--- config.mk ---
export PLATFORM = sky130hd
export DESIGN_NAME = kalman_angle_bias_filter
export DESIGN_NICKNAME = d
export VERILOG_FILES = /design/src/design/kabf_pkg.sv /design/src/design/kabf_mul.sv /design/src/design/kabf_div.sv /design/src/design/kalman_angle_bias_filter.sv
export SDC_FILE = /design/constraint.sdc
export NUM_CORES = 2
export LEC_CHECK = 0
export BUFFER_PORTS_ARGS = -buffer_cell sky130_fd_sc_hd__buf_4
export CAP_MARGIN = 40
export CORE_ASPECT_RATIO = 2
export CORE_MARGIN = 4
export CORE_UTILIZATION = 40
export CTS_BUF_LIST = sky130_fd_sc_hd__clkbuf_2 sky130_fd_sc_hd__clkbuf_4 sky130_fd_sc_hd__clkbuf_8
export CTS_CLUSTER_SIZE = 28
export DETAILED_ROUTE_END_ITERATION = 10
export GPL_TIMING_DRIVEN = 0
export PLACE_DENSITY = 0.66
export SKIP_LAST_GASP = 1
export SLEW_MARGIN = 20
export SYNTH_ARGS = -nofsm -noshare
export SYNTH_HDL_FRONTEND = slang
export SYNTH_SLANG_ARGS = --single-unit
--- constraint.sdc ---
create_clock -name clk -period 20.8 [get_ports clk]
set_input_delay 4.16 -clock clk [delete_from_list [all_inputs] [get_ports clk]]
set_output_delay 4.16 -clock clk [all_outputs]
set_load 0.03 [all_outputs]
--- src/design/kabf_pkg.sv ---
// Shared constants and codes for the one-axis angle and gyro bias Kalman filter.
package kabf_pkg;

  localparam int WORD_BITS_DEF = 32;
  localparam int FRAC          = 24;

  localparam logic [30:0] ANGLE_NOISE_RST = 31'd16777;
  localparam logic [30:0] BIAS_NOISE_RST  = 31'd50332;
  localparam logic [30:0] MEAS_NOISE_RST  = 31'd503316;

  localparam logic [1:0] REG_ANGLE_NOISE = 2'd0;
  localparam logic [1:0] REG_BIAS_NOISE  = 2'd1;
  localparam logic [1:0] REG_MEAS_NOISE  = 2'd2;

  typedef enum logic [3:0] {
    ST_IDLE = 4'b0001,
    ST_MUL  = 4'b0010,
    ST_DIV  = 4'b0100,
    ST_OUT  = 4'b1000
  } state_t;

  typedef enum logic [3:0] {
    OP_ANGLE_PRED = 4'd0,
    OP_DP         = 4'd1,
    OP_C00_PRED   = 4'd2,
    OP_C11_PRED   = 4'd3,
    OP_ANGLE_CORR = 4'd4,
    OP_BIAS_CORR  = 4'd5,
    OP_C10_CORR   = 4'd6,
    OP_C00_CORR   = 4'd7,
    OP_C11_CORR   = 4'd8,
    OP_C01_CORR   = 4'd9
  } op_t;

endpackage

--- src/design/kabf_mul.sv ---
// Shared fixed-point multiplier: 16-bit digits per cycle, rounding and saturation.
module kabf_mul import kabf_pkg::*; #(
  parameter int WORD_BITS = WORD_BITS_DEF
) (
  input  logic                                clk,
  input  logic                                rst,
  input  logic                                go,
  input  logic signed [((WORD_BITS > 32) ? WORD_BITS : 32):0] a,
  input  logic signed [((WORD_BITS > 32) ? WORD_BITS : 32):0] b,
  output logic                                done,
  output logic signed [WORD_BITS-1:0]         res
);

  localparam int MAG = (WORD_BITS > 32) ? WORD_BITS : 32;
  localparam int OW  = MAG + 1;
  localparam int NCH = (MAG + 15) / 16;
  localparam int YW  = NCH * 16;
  localparam int PW  = MAG + YW;
  localparam int MW  = PW + 1 - FRAC;
  localparam int CW  = $clog2(NCH + 1);

  localparam logic signed [WORD_BITS-1:0] WMAX = {1'b0, {(WORD_BITS-1){1'b1}}};
  localparam logic signed [WORD_BITS-1:0] WMIN = {1'b1, {(WORD_BITS-1){1'b0}}};

  logic                 busy;
  logic [CW-1:0]        cnt;
  logic [MAG-1:0]       x;
  logic [YW-1:0]        yr;
  logic [PW-1:0]        acc;
  logic                 neg;
  logic signed [OW-1:0] an;
  logic signed [OW-1:0] bn;
  logic [MAG+15:0]      prod;
  logic [PW:0]          rsum;
  logic [MW-1:0]        m;
  logic [MW-1:0]        lim;
  logic signed [WORD_BITS-1:0] rval;

  always_comb begin
    an   = -a;
    bn   = -b;
    prod = (MAG+16)'(x) * (MAG+16)'(yr[YW-1 -: 16]);
    rsum = {1'b0, acc} + ((PW+1)'(1) << (FRAC - 1));
    m    = rsum[PW:FRAC];
    lim  = MW'(1) << (WORD_BITS - 1);
    if (neg) begin
      rval = (m > lim) ? WMIN : -(WORD_BITS'(m));
    end else begin
      rval = (m >= lim) ? WMAX : WORD_BITS'(m);
    end
  end

  always_ff @(posedge clk) begin
    if (rst) begin
      busy <= 1'b0;
      done <= 1'b0;
    end else begin
      done <= 1'b0;
      if (go) begin
        busy <= 1'b1;
        cnt  <= CW'(NCH);
        acc  <= '0;
        neg  <= a[OW-1] ^ b[OW-1];
        x    <= a[OW-1] ? an[MAG-1:0] : a[MAG-1:0];
        yr   <= YW'(b[OW-1] ? bn[MAG-1:0] : b[MAG-1:0]);
      end else if (busy) begin
        if (cnt != '0) begin
          acc <= (acc << 16) + PW'(prod);
          yr  <= yr << 16;
          cnt <= cnt - CW'(1);
        end else begin
          busy <= 1'b0;
          done <= 1'b1;
          res  <= rval;
        end
      end
    end
  end

endmodule

--- src/design/kabf_div.sv ---
// Restoring divider for the gains: one quotient bit per cycle, rounded and saturated.
module kabf_div import kabf_pkg::*; #(
  parameter int WORD_BITS = WORD_BITS_DEF
) (
  input  logic                                clk,
  input  logic                                rst,
  input  logic                                go,
  input  logic signed [WORD_BITS-1:0]         num,
  input  logic [((WORD_BITS > 32) ? WORD_BITS : 32):0] den,
  output logic                                done,
  output logic signed [WORD_BITS-1:0]         res
);

  localparam int MAG = (WORD_BITS > 32) ? WORD_BITS : 32;
  localparam int DW  = MAG + 1;
  localparam int NB  = WORD_BITS + FRAC;
  localparam int CW  = $clog2(NB + 1);

  localparam logic signed [WORD_BITS-1:0] WMAX = {1'b0, {(WORD_BITS-1){1'b1}}};
  localparam logic signed [WORD_BITS-1:0] WMIN = {1'b1, {(WORD_BITS-1){1'b0}}};

  logic                 busy;
  logic [CW-1:0]        cnt;
  logic [DW-1:0]        d;
  logic [DW-1:0]        r;
  logic [NB-1:0]        dq;
  logic                 neg;
  logic signed [WORD_BITS-1:0] nn;
  logic [DW:0]          rsh;
  logic                 qbit;
  logic                 rnd;
  logic [NB:0]          q;
  logic [NB:0]          lim;
  logic signed [WORD_BITS-1:0] rval;

  always_comb begin
    nn   = -num;
    rsh  = {r, dq[NB-1]};
    qbit = (rsh >= {1'b0, d});
    rnd  = ({r, 1'b0} >= {1'b0, d});
    q    = {1'b0, dq} + (NB+1)'(rnd);
    lim  = (NB+1)'(1) << (WORD_BITS - 1);
    if (neg) begin
      rval = (q > lim) ? WMIN : -(WORD_BITS'(q));
    end else begin
      rval = (q >= lim) ? WMAX : WORD_BITS'(q);
    end
  end

  always_ff @(posedge clk) begin
    if (rst) begin
      busy <= 1'b0;
      done <= 1'b0;
    end else begin
      done <= 1'b0;
      if (go) begin
        busy <= 1'b1;
        cnt  <= CW'(NB);
        d    <= den;
        r    <= '0;
        neg  <= num[WORD_BITS-1];
        dq   <= {(num[WORD_BITS-1] ? nn : num), {FRAC{1'b0}}};
      end else if (busy) begin
        if (cnt != '0) begin
          r   <= qbit ? DW'(rsh - {1'b0, d}) : rsh[DW-1:0];
          dq  <= {dq[NB-2:0], qbit};
          cnt <= cnt - CW'(1);
        end else begin
          busy <= 1'b0;
          done <= 1'b1;
          res  <= rval;
        end
      end
    end
  end

endmodule

--- src/design/kalman_angle_bias_filter.sv ---
// One-axis Kalman filter tracking angle and gyro bias, with a shared multiplier and divider.
// Each transaction runs ten multiplies and two divides and then loads the result; a non-positive
// innovation variance skips both divides. A new transaction is taken only in the idle state.
// The gain divides take most of the time; a waiting result does not hold off the next
// transaction, but the next result stays in the output state until the waiting one is taken.
// Synchronous reset clears the filter state and returns the noise registers to defaults.
module kalman_angle_bias_filter import kabf_pkg::*; #(
  parameter int WORD_BITS = WORD_BITS_DEF
) (
  input  logic        clk,
  input  logic        rst,
  input  logic        s_tvalid,
  output logic        s_tready,
  // measured_angle [31:0], measured_rate [63:32], time_step [87:64]
  input  logic [87:0] s_tdata,
  output logic        m_tvalid,
  input  logic        m_tready,
  // filtered_angle [31:0], gyro_bias [63:32], unbiased_rate [95:64]
  output logic [95:0] m_tdata,
  input  logic        psel,
  input  logic        penable,
  input  logic        pwrite,
  input  logic [3:0]  paddr,
  input  logic [31:0] pwdata,
  output logic [31:0] prdata,
  output logic        pready
);

  localparam int MAG = (WORD_BITS > 32) ? WORD_BITS : 32;
  localparam int OW  = MAG + 1;
  localparam int XW  = MAG + 4;

  localparam logic signed [WORD_BITS-1:0] WMAX = {1'b0, {(WORD_BITS-1){1'b1}}};
  localparam logic signed [WORD_BITS-1:0] WMIN = {1'b1, {(WORD_BITS-1){1'b0}}};
  localparam logic signed [31:0] OMAX = 32'sh7fffffff;
  localparam logic signed [31:0] OMIN = 32'sh80000000;

  function automatic logic signed [WORD_BITS-1:0] sat_w(input logic signed [XW-1:0] v);
    if (v > XW'(WMAX)) begin
      return WMAX;
    end else if (v < XW'(WMIN)) begin
      return WMIN;
    end
    return WORD_BITS'(v);
  endfunction

  function automatic logic signed [31:0] sat_o(input logic signed [WORD_BITS-1:0] v);
    if (XW'(v) > XW'(OMAX)) begin
      return OMAX;
    end else if (XW'(v) < XW'(OMIN)) begin
      return OMIN;
    end
    return 32'(v);
  endfunction

  function automatic op_t op_after(input op_t o);
    case (o)
      OP_ANGLE_PRED: return OP_DP;
      OP_DP:         return OP_C00_PRED;
      OP_C00_PRED:   return OP_C11_PRED;
      OP_C11_PRED:   return OP_ANGLE_CORR;
      OP_ANGLE_CORR: return OP_BIAS_CORR;
      OP_BIAS_CORR:  return OP_C10_CORR;
      OP_C10_CORR:   return OP_C00_CORR;
      OP_C00_CORR:   return OP_C11_CORR;
      OP_C11_CORR:   return OP_C01_CORR;
      default:       return OP_ANGLE_PRED;
    endcase
  endfunction

  state_t state;
  op_t    op;
  logic   go;
  logic   divsel;

  logic [30:0] angle_noise;
  logic [30:0] bias_noise;
  logic [30:0] meas_noise;

  logic signed [31:0]          m_angle;
  logic [23:0]                 dt;
  logic signed [WORD_BITS-1:0] angle;
  logic signed [WORD_BITS-1:0] bias;
  logic signed [WORD_BITS-1:0] rate;
  logic signed [WORD_BITS-1:0] c00;
  logic signed [WORD_BITS-1:0] c01;
  logic signed [WORD_BITS-1:0] c10;
  logic signed [WORD_BITS-1:0] c11;
  logic signed [WORD_BITS-1:0] dp;
  logic signed [WORD_BITS-1:0] y;
  logic signed [WORD_BITS-1:0] k0;
  logic signed [WORD_BITS-1:0] k1;
  logic [95:0]                 out_data;

  logic signed [31:0]          in_rate;
  logic signed [OW-1:0]        opa;
  logic signed [OW-1:0]        opb;
  logic signed [WORD_BITS-1:0] pred_tmp;
  logic signed [XW-1:0]        s_sum;
  logic                        s_pos;
  logic                        mul_go;
  logic                        mul_done;
  logic signed [WORD_BITS-1:0] mul_res;
  logic                        div_go;
  logic                        div_done;
  logic signed [WORD_BITS-1:0] div_res;
  logic                        cfg_wr;

  assign s_tready = (state == ST_IDLE);
  assign m_tdata  = out_data;
  assign pready   = 1'b1;
  assign cfg_wr   = psel & penable & pwrite;
  assign in_rate  = s_tdata[63:32];

  assign s_sum  = XW'(c00) + XW'($signed({1'b0, meas_noise}));
  assign s_pos  = (s_sum > 0);
  assign mul_go = go && (state == ST_MUL);
  assign div_go = go && (state == ST_DIV) && s_pos;

  always_comb begin
    pred_tmp = sat_w(XW'(dp) - XW'(c01) - XW'(c10) + XW'($signed({1'b0, angle_noise})));
    case (op)
      OP_ANGLE_PRED: begin opa = OW'({1'b0, dt}); opb = OW'(rate); end
      OP_DP:         begin opa = OW'({1'b0, dt}); opb = OW'(c11); end
      OP_C00_PRED:   begin opa = OW'({1'b0, dt}); opb = OW'(pred_tmp); end
      OP_C11_PRED:   begin opa = OW'({1'b0, bias_noise}); opb = OW'({1'b0, dt}); end
      OP_ANGLE_CORR: begin opa = OW'(k0); opb = OW'(y); end
      OP_BIAS_CORR:  begin opa = OW'(k1); opb = OW'(y); end
      OP_C10_CORR:   begin opa = OW'(k1); opb = OW'(c00); end
      OP_C00_CORR:   begin opa = OW'(k0); opb = OW'(c00); end
      OP_C11_CORR:   begin opa = OW'(k1); opb = OW'(c01); end
      OP_C01_CORR:   begin opa = OW'(k0); opb = OW'(c01); end
      default:       begin opa = '0; opb = '0; end
    endcase
  end

  always_comb begin
    case (paddr[3:2])
      REG_ANGLE_NOISE: prdata = {1'b0, angle_noise};
      REG_BIAS_NOISE:  prdata = {1'b0, bias_noise};
      REG_MEAS_NOISE:  prdata = {1'b0, meas_noise};
      default:         prdata = '0;
    endcase
  end

  kabf_mul #(.WORD_BITS(WORD_BITS)) u_mul (
    .clk  (clk),
    .rst  (rst),
    .go   (mul_go),
    .a    (opa),
    .b    (opb),
    .done (mul_done),
    .res  (mul_res)
  );

  kabf_div #(.WORD_BITS(WORD_BITS)) u_div (
    .clk  (clk),
    .rst  (rst),
    .go   (div_go),
    .num  (divsel ? c10 : c00),
    .den  ((MAG+1)'(s_sum)),
    .done (div_done),
    .res  (div_res)
  );

  always_ff @(posedge clk) begin
    if (rst) begin
      state       <= ST_IDLE;
      op          <= OP_ANGLE_PRED;
      go          <= 1'b0;
      divsel      <= 1'b0;
      m_tvalid    <= 1'b0;
      angle       <= '0;
      bias        <= '0;
      rate        <= '0;
      c00         <= '0;
      c01         <= '0;
      c10         <= '0;
      c11         <= '0;
      angle_noise <= ANGLE_NOISE_RST;
      bias_noise  <= BIAS_NOISE_RST;
      meas_noise  <= MEAS_NOISE_RST;
    end else begin
      go <= 1'b0;
      // In the output state a taken result is replaced below, so the clear waits.
      if (m_tvalid && m_tready && state != ST_OUT) begin
        m_tvalid <= 1'b0;
      end
      if (cfg_wr) begin
        case (paddr[3:2])
          REG_ANGLE_NOISE: angle_noise <= pwdata[30:0];
          REG_BIAS_NOISE:  bias_noise  <= pwdata[30:0];
          REG_MEAS_NOISE:  meas_noise  <= pwdata[30:0];
          default: ;
        endcase
      end
      case (state)
        ST_IDLE: begin
          if (s_tvalid) begin
            m_angle <= s_tdata[31:0];
            dt      <= s_tdata[87:64];
            rate    <= sat_w(XW'(in_rate) - XW'(bias));
            op      <= OP_ANGLE_PRED;
            go      <= 1'b1;
            state   <= ST_MUL;
          end
        end
        ST_MUL: begin
          if (mul_done) begin
            case (op)
              OP_ANGLE_PRED: angle <= sat_w(XW'(angle) + XW'(mul_res));
              OP_DP:         dp    <= mul_res;
              OP_C00_PRED: begin
                c00 <= sat_w(XW'(c00) + XW'(mul_res));
                c01 <= sat_w(XW'(c01) - XW'(dp));
                c10 <= sat_w(XW'(c10) - XW'(dp));
              end
              OP_C11_PRED: begin
                c11 <= sat_w(XW'(c11) + XW'(mul_res));
                y   <= sat_w(XW'(m_angle) - XW'(angle));
              end
              OP_ANGLE_CORR: angle <= sat_w(XW'(angle) + XW'(mul_res));
              OP_BIAS_CORR:  bias  <= sat_w(XW'(bias) + XW'(mul_res));
              OP_C10_CORR:   c10   <= sat_w(XW'(c10) - XW'(mul_res));
              OP_C00_CORR:   c00   <= sat_w(XW'(c00) - XW'(mul_res));
              OP_C11_CORR:   c11   <= sat_w(XW'(c11) - XW'(mul_res));
              OP_C01_CORR:   c01   <= sat_w(XW'(c01) - XW'(mul_res));
              default: ;
            endcase
            if (op == OP_C11_PRED) begin
              state  <= ST_DIV;
              divsel <= 1'b0;
              go     <= 1'b1;
            end else if (op == OP_C01_CORR) begin
              state <= ST_OUT;
            end else begin
              op <= op_after(op);
              go <= 1'b1;
            end
          end
        end
        ST_DIV: begin
          // A non-positive innovation variance leaves both gains at zero.
          if (go && !s_pos) begin
            k0    <= '0;
            k1    <= '0;
            op    <= OP_ANGLE_CORR;
            state <= ST_MUL;
            go    <= 1'b1;
          end else if (div_done) begin
            if (!divsel) begin
              k0     <= div_res;
              divsel <= 1'b1;
              go     <= 1'b1;
            end else begin
              k1    <= div_res;
              op    <= OP_ANGLE_CORR;
              state <= ST_MUL;
              go    <= 1'b1;
            end
          end
        end
        ST_OUT: begin
          if (!m_tvalid || m_tready) begin
            out_data <= {sat_o(rate), sat_o(bias), sat_o(angle)};
            m_tvalid <= 1'b1;
            state    <= ST_IDLE;
          end
        end
        default: state <= ST_IDLE;
      endcase
    end
  end

`ifndef SYNTHESIS
  a_mul_done_in_mul: assert property (@(posedge clk) disable iff (rst)
    mul_done |-> state == ST_MUL) else $error("multiplier finished outside the multiply phase");

  a_div_done_in_div: assert property (@(posedge clk) disable iff (rst)
    div_done |-> (state == ST_DIV && s_pos)) else $error("divider finished outside a gain step");

  a_accept_starts: assert property (@(posedge clk) disable iff (rst)
    (s_tvalid && s_tready) |=> (state == ST_MUL && op == OP_ANGLE_PRED && go))
    else $error("accepted transaction did not start the prediction");

  a_out_loads: assert property (@(posedge clk) disable iff (rst)
    (state == ST_OUT && (!m_tvalid || m_tready)) |=> (m_tvalid && state == ST_IDLE))
    else $error("finished result was not presented");
`endif

endmodule
## Word-level counts from Yosys, hierarchy flattened

Memory sizes are Yosys's and may differ from the RTL's. A register that Yosys moved wholly into a read port is not among the register bits.
Cells that the tools add are included.

- Output and inout bits: 131
- Word-level logic and storage cells: 424
- Bits in read-only memories: 64
- Bits in registers: 936
- Memories kept: 1

Memory list:

| name | words | bits a word | read ports | clocked after memory_dff | wr ports | RTL line | text |
|---|---|---|---|---|---|---|---|
| (no name shown) | 16 | 4 | 1 | 1 | 0 | kalman_angle_bias_filter.sv:57 | `case (o)` |

- Equal/unequal tests: 28
- Order comparisons: 39
- Bitwise logic cells: 10
- Multiplexer cells: 220
- Multiply operators: 1
- $add $sub $neg: 27
- Reductions and logical operators: 59

Operators with widths:

| kind | number |
|---|---|
| 2-to-1 mux 32 bit | 66 |
| > comparator 33 x 32 -> 1 bit, second input constant | 12 |
| less-than comparator 33 x 32 -> 1 bit, second input constant | 12 |
| one-hot mux 32 bit (2 select lines) | 5 |
| subtractor 32 x 32 -> 33 bit | 9 |
| one-hot mux 33 bit (7 select lines) | 1 |
| 2-to-1 mux 56 bit | 3 |
| adder 32 x 32 -> 33 bit | 5 |
| negator 32 bit | 5 |
| one-hot mux 33 bit (4 select lines) | 1 |
| 2-to-1 mux 64 bit | 2 |
| 2-to-1 mux 1 bit | 113 |
| 2-to-1 mux 33 bit | 3 |
| > comparator 32 bit, second input constant | 3 |
| less-than comparator 32 bit, second input constant | 3 |
| one-hot mux 31 bit (3 select lines) | 1 |
| greater-or-equal comparator 34 x 33 -> 1 bit | 2 |
| 2-to-1 mux 4 bit | 17 |
| adder 64 x 24 -> 65 bit, second input constant | 1 |
| adder 64 x 48 -> 64 bit | 1 |
| adder 56 x 1 -> 57 bit | 1 |
| greater-or-equal comparator 57 x 32 -> 1 bit, second input constant | 1 |
| > comparator 57 x 32 -> 1 bit, second input constant | 1 |
| multiplier 32 x 16 -> 48 bit | 1 |
| 46 further kinds | 115 |

## Logic depth before layout (Yosys ltp)

- Depth after elaboration: 11
- Depth in mapped cells: 29
- Depth with buffers taken out: 27

## By module

From an unflattened synthesis, not the netlist that was laid out.

- Cell total of the unflattened synthesis: 10268
- Area, all modules: 89450.8 sq um

By module, submodules not included:

| module | sequential area each (sq um) | cells each | times used | area each (sq um) |
|---|---|---|---|---|
| kalman_angle_bias_filter | 15054.4 | 6031 | 1 | 50648.6 |
| kabf_mul | 4934.7 | 2991 | 1 | 27304.9 |
| kabf_div | 4874.7 | 1246 | 1 | 11497.3 |

## Least setup slack after synthesis

No wires, ideal clock.

- Path type: input -> register
- Start: in rst
- End: reg u_mul.acc[0], enable pin
- Library setup time: 0.587 ns
- Setup slack: 10.703 ns
- Data arrival time: 9.511 ns
- Stages: 4
- Path through: clkbuf_1 clkbuf_1 clkbuf_1 a21oi_1

- Cells in the longest elaborated chain, start to end: 2

Ends and longest elaborated chain:

| element | RTL line | text |
|---|---|---|
| start: declaration | kalman_angle_bias_filter.sv:11 | `input logic rst,` |
| inverter 1 bit (no source line) | n/a |  |
| AND reduction 3 bit (no source line) | n/a |  |
| end signal: assignment | kabf_mul.sv:68 | `acc <= (acc << 16) + PW'(prod);` |
| end: declaration | kabf_mul.sv:29 | `logic [PW-1:0] acc;` |

Every way passes these cells.
A chain may end at the register's enable or synchronous reset.

## Final worst setup path

- Start: in paddr[3]
- End: out prdata[30]

- Cells in the longest elaborated chain, start to end: 2

Ends and longest elaborated chain:

| element | RTL line | text |
|---|---|---|
| start: declaration | kalman_angle_bias_filter.sv:23 | `input logic [3:0] paddr,` |
| == test 2 bit (tied with other cells) | kalman_angle_bias_filter.sv:138 | `case (paddr[3:2])` |
| one-hot mux 31 bit (3 select lines) * | kalman_angle_bias_filter.sv:138 |  |
| end: declaration | kalman_angle_bias_filter.sv:25 | `output logic [31:0] prdata,` |

Mark *: on every way between the ends. The rest lies on a longest branch, timed or not.

==> flow_summary_export.csv <==
group,metric,value,unit
status,status,"finished, final reports clean",
floorplan,core_area,0.216,mm2
timing,finalHoldViolCount,0,
drt,ant_nets,0,
power_and_ir_drop,powerDensity,51.2,mW/mm2
yosys,synth_top_cell_by_area,"edfxtp_1",
yosys,syn_inst,10014,
clock_tree,clock-sinks,940,
floorplan,io_pins,262,
timing,fin_skew,0.114,ns
run,cap_violations,0,
floorplan,start_util,40.2,%
critical_path,max_stage_delay,0.75,ns
timing,max_freq,0.0946,GHz
timing,drv_slew,0,
power_and_ir_drop,p_int,3.42,mW
placed_design,place_congestion,1.07,
timing,finalCritPeriodShare,50.8,%
final_layout,ff_latch_area,0.0249,mm2
critical_path,cp-start-kind,"input pin",
yosys,synthArstFlopShare,0,%
floorplan,core.rowCount,241,
drt,wl_per_cell,30.6,um
yosys,synth_seq_area_share,28.7,%
final_layout,multiInputGateArea,0.0563,mm2
yosys,synth.top_cell.area_share,20.9,%
critical_path,required,16.64,ns
clock_tree,cts_setup_buffers,0,
yosys,syn-cell-area,0.0867,mm2
final_layout,final_cell_count_no_fill,13527,
timing,finalCriticalPeriod,10.57,ns
critical_path,worstPathCellList,"clkbuf_1 -> nor2b_2 -> clkbuf_1 -> nand2_1 -> o21ai_1 -> buf_4 -> buf_4",
global_route,grt_max_degree,31,
clock_tree,cts_tree,"yes",
power_and_ir_drop,p_sw_share,32.0,%
placed_design,placed_area,0.0942,mm2
floorplan,dieHeight,666,um
power_and_ir_drop,pwr-share-seq,41.3,%
yosys,ys_dominant_reg_cell,"edfxtp_1",
global_route,grt.total_usage,36.4,%
yosys,ys_seq_elements,940,
final_layout,final_common_cell,"nand2_1",
critical_path,cpLargestDelayFamily,"buffers and inverters",
drt,drt-vias-per-instance,5.96,
final_layout,final_core_util,45.5,%
timing,fin_setup_tns,0,ns
placed_design,dp.cells,13194,
timing,setup_viol,0,
worst_hold_path,hold_class,"reg2reg",
yosys,synth_edf_count,604,
final_layout,nNetsFinal,11883,
critical_path,crit_path_end_kind,"output pin",
power_and_ir_drop,clkPwrFrac,38.2,%
yosys,synth_fp_nets,11307,
global_route,first_global_vias,82241,
clock_tree,cts-buffers-inserted,160,
final_layout,fin_area,0.0981,mm2
placed_design,dp_hpwl,345,mm
final_layout,layout_common_cells,"nand2_1 (1248), inv_1 (951), a21oi_1 (855)",
power_and_ir_drop,power.switching,1.61,mW
critical_path,cp.arrival,6.41,ns
drt,dr.pass1.iters,8,
drt,drt_wl_total,414,mm
power_and_ir_drop,ir_worst_vdd,0.0000508,V
clock_tree,cts_root_buf,"clkbuf_8",
power_and_ir_drop,p_total,5.02,mW
global_route,grt_overflow,0,
final_layout,area_growth,13.2,%
yosys,ys_top_cells_by_area,"edfxtp_1 (21%), fa_1 (12%), ha_1 (9.2%)",
clock_tree,cts_buffer_depth,4,
timing,worstMarginPinSlew,1.04,ns
drt,drcViolationCount,0,
yosys,yosysUniqueCellTypes,97,
clock_tree,cts_hold_buf,0,
critical_path,crit_slowest_cell,"nor2b_2",
clock_tree,path_clk_slew,0.07,ns
timing,slew_headroom,30.3,%
critical_path,path_max_fanout,10,
floorplan,dieArea,0.225,mm2
power_and_ir_drop,combPwrFrac,20.6,%
yosys,yosysWarnings,0,
drt,drt_iter0_markers,6750,
final_layout,fill_cells,21117,
placed_design,port_buffers,254,
drt,vias,80601,
clock_tree,clk_latency,1.00,ns
power_and_ir_drop,leakagePower,41.6,nW
final_layout,drive_gt1_share,8.03,%
global_route,grt_pass1_wl,582,mm
global_route,antenna_found_initial,25,
timing,rsz0062_at_grt,"no",
clock_tree,cts_resized,0,
clock_tree,htree_levels,4,
critical_path,crit_type,"in2out",
floorplan,die_x,337,um
yosys,avgSynthCellArea,8.65,um2
critical_path,cp_num_buf_inv,4,
-- layer usage --
layer	routed length (um)	track usage, %	vias to the layer above
met3	25000	6.48	1637
met2	201000	63.2	3659
li1	-	-	35976
met1	128000	34.0	39325
met4	60200	40.6	4
met5	36	0	-
-- tightest hold or removal path, cell delays in order (launching register included) --
cell and delay (ns):
dfxtp_1 0.32, nand2_1 0.06, a21oi_1 0.05
-- sequential cells by signal, summed over array words and instances, names as in the netlist, 33 cells and up, named ones only --
name / count
u_div.dq: 56
u_mul.acc: 64
u_div.d: 33
m_tdata: 96
u_div.r: 33
-- layout make-up --
| cell class | count | area share [%] |
|---|---|---|
| multi-input cells | 7576 | 57.4 |
| flip-flops and latches | 940 | 25.4 |
| repair buffers | 414 | 4.31 |
| inverters | 953 | 3.65 |
| well taps | 2794 | 3.56 |
| clock buffers | 203 | 2.64 |
| plain buffers | 545 | 2.14 |
| clock inverters | 81 | 0.841 |
| diodes | 21 | 0.0536 |
-- power by group through the flow --
stage | Sequential, mW | Combinational, mW | Clock [mW]
6_report | 2.07 | 1.03 | 1.92
5_1_grt | 2.07 | 1.11 | 2.00
4_1_cts | 2.07 | 1.01 | 1.94
3_5_place_dp | 2.11 | 0.995 | 0
3_3_place_gp | 2.11 | 0.981 | 0
2_1_floorplan | 2.08 | 0.639 | 0
-- worst paths after layout --
path	cells after the start	slack (ns)	from	to
setup reg to reg	27	11.55	u_mul.x[11]	u_mul.acc[52]
hold reg to reg	2	0.48	angle_noise[21]	angle_noise[21]
hold / removal	2	0.48	angle_noise[21]	angle_noise[21]
setup / recovery	7	10.23	paddr[3]	prdata[30]
-- metrics by stage --
stage / worst slack (ns) / hold slack, ns
after detailed placement: 10.35 / 0.469
after CTS: 10.35 / 0.478
after global placement: 6.37 / 0.458
final: 10.23 / 0.478
after floorplan: 10.70 / 0.439
after global routing: 10.20 / 0.496
-- cells in the mapped netlist, drive strengths merged, types with 118 or more instances --
| cell type | instances |
|---|---|
| nor2 | 598 |
| a21o | 244 |
| edfxtp | 604 |
| o21ai | 579 |
| fa | 527 |
| a21oi | 859 |
| clkbuf | 500 |
| ha | 635 |
| xor2 | 219 |
| xnor2 | 370 |
| nor3 | 168 |
| nand2b | 118 |
| dfxtp | 336 |
| and2 | 258 |
| nand3 | 192 |
| inv | 952 |
| nand2 | 1248 |
-- cell families (layout without fill, tap and decap cells) --
family,count (synthesis),after routing,share of synthesized area (%)
adder cells (fa/ha/maj),1175,1175,21.5
AO/OA/AOI/OAI,2606,2606,19.1
buffers and inverters,1498,2196,6.54
XOR/XNOR,589,589,5.95
multiplexers,127,127,1.51
AND/OR/NAND/NOR,3077,3077,16.7
other,2,23,0.00867
flip-flops,940,940,28.7
Power figures use the tool's default switching activity.
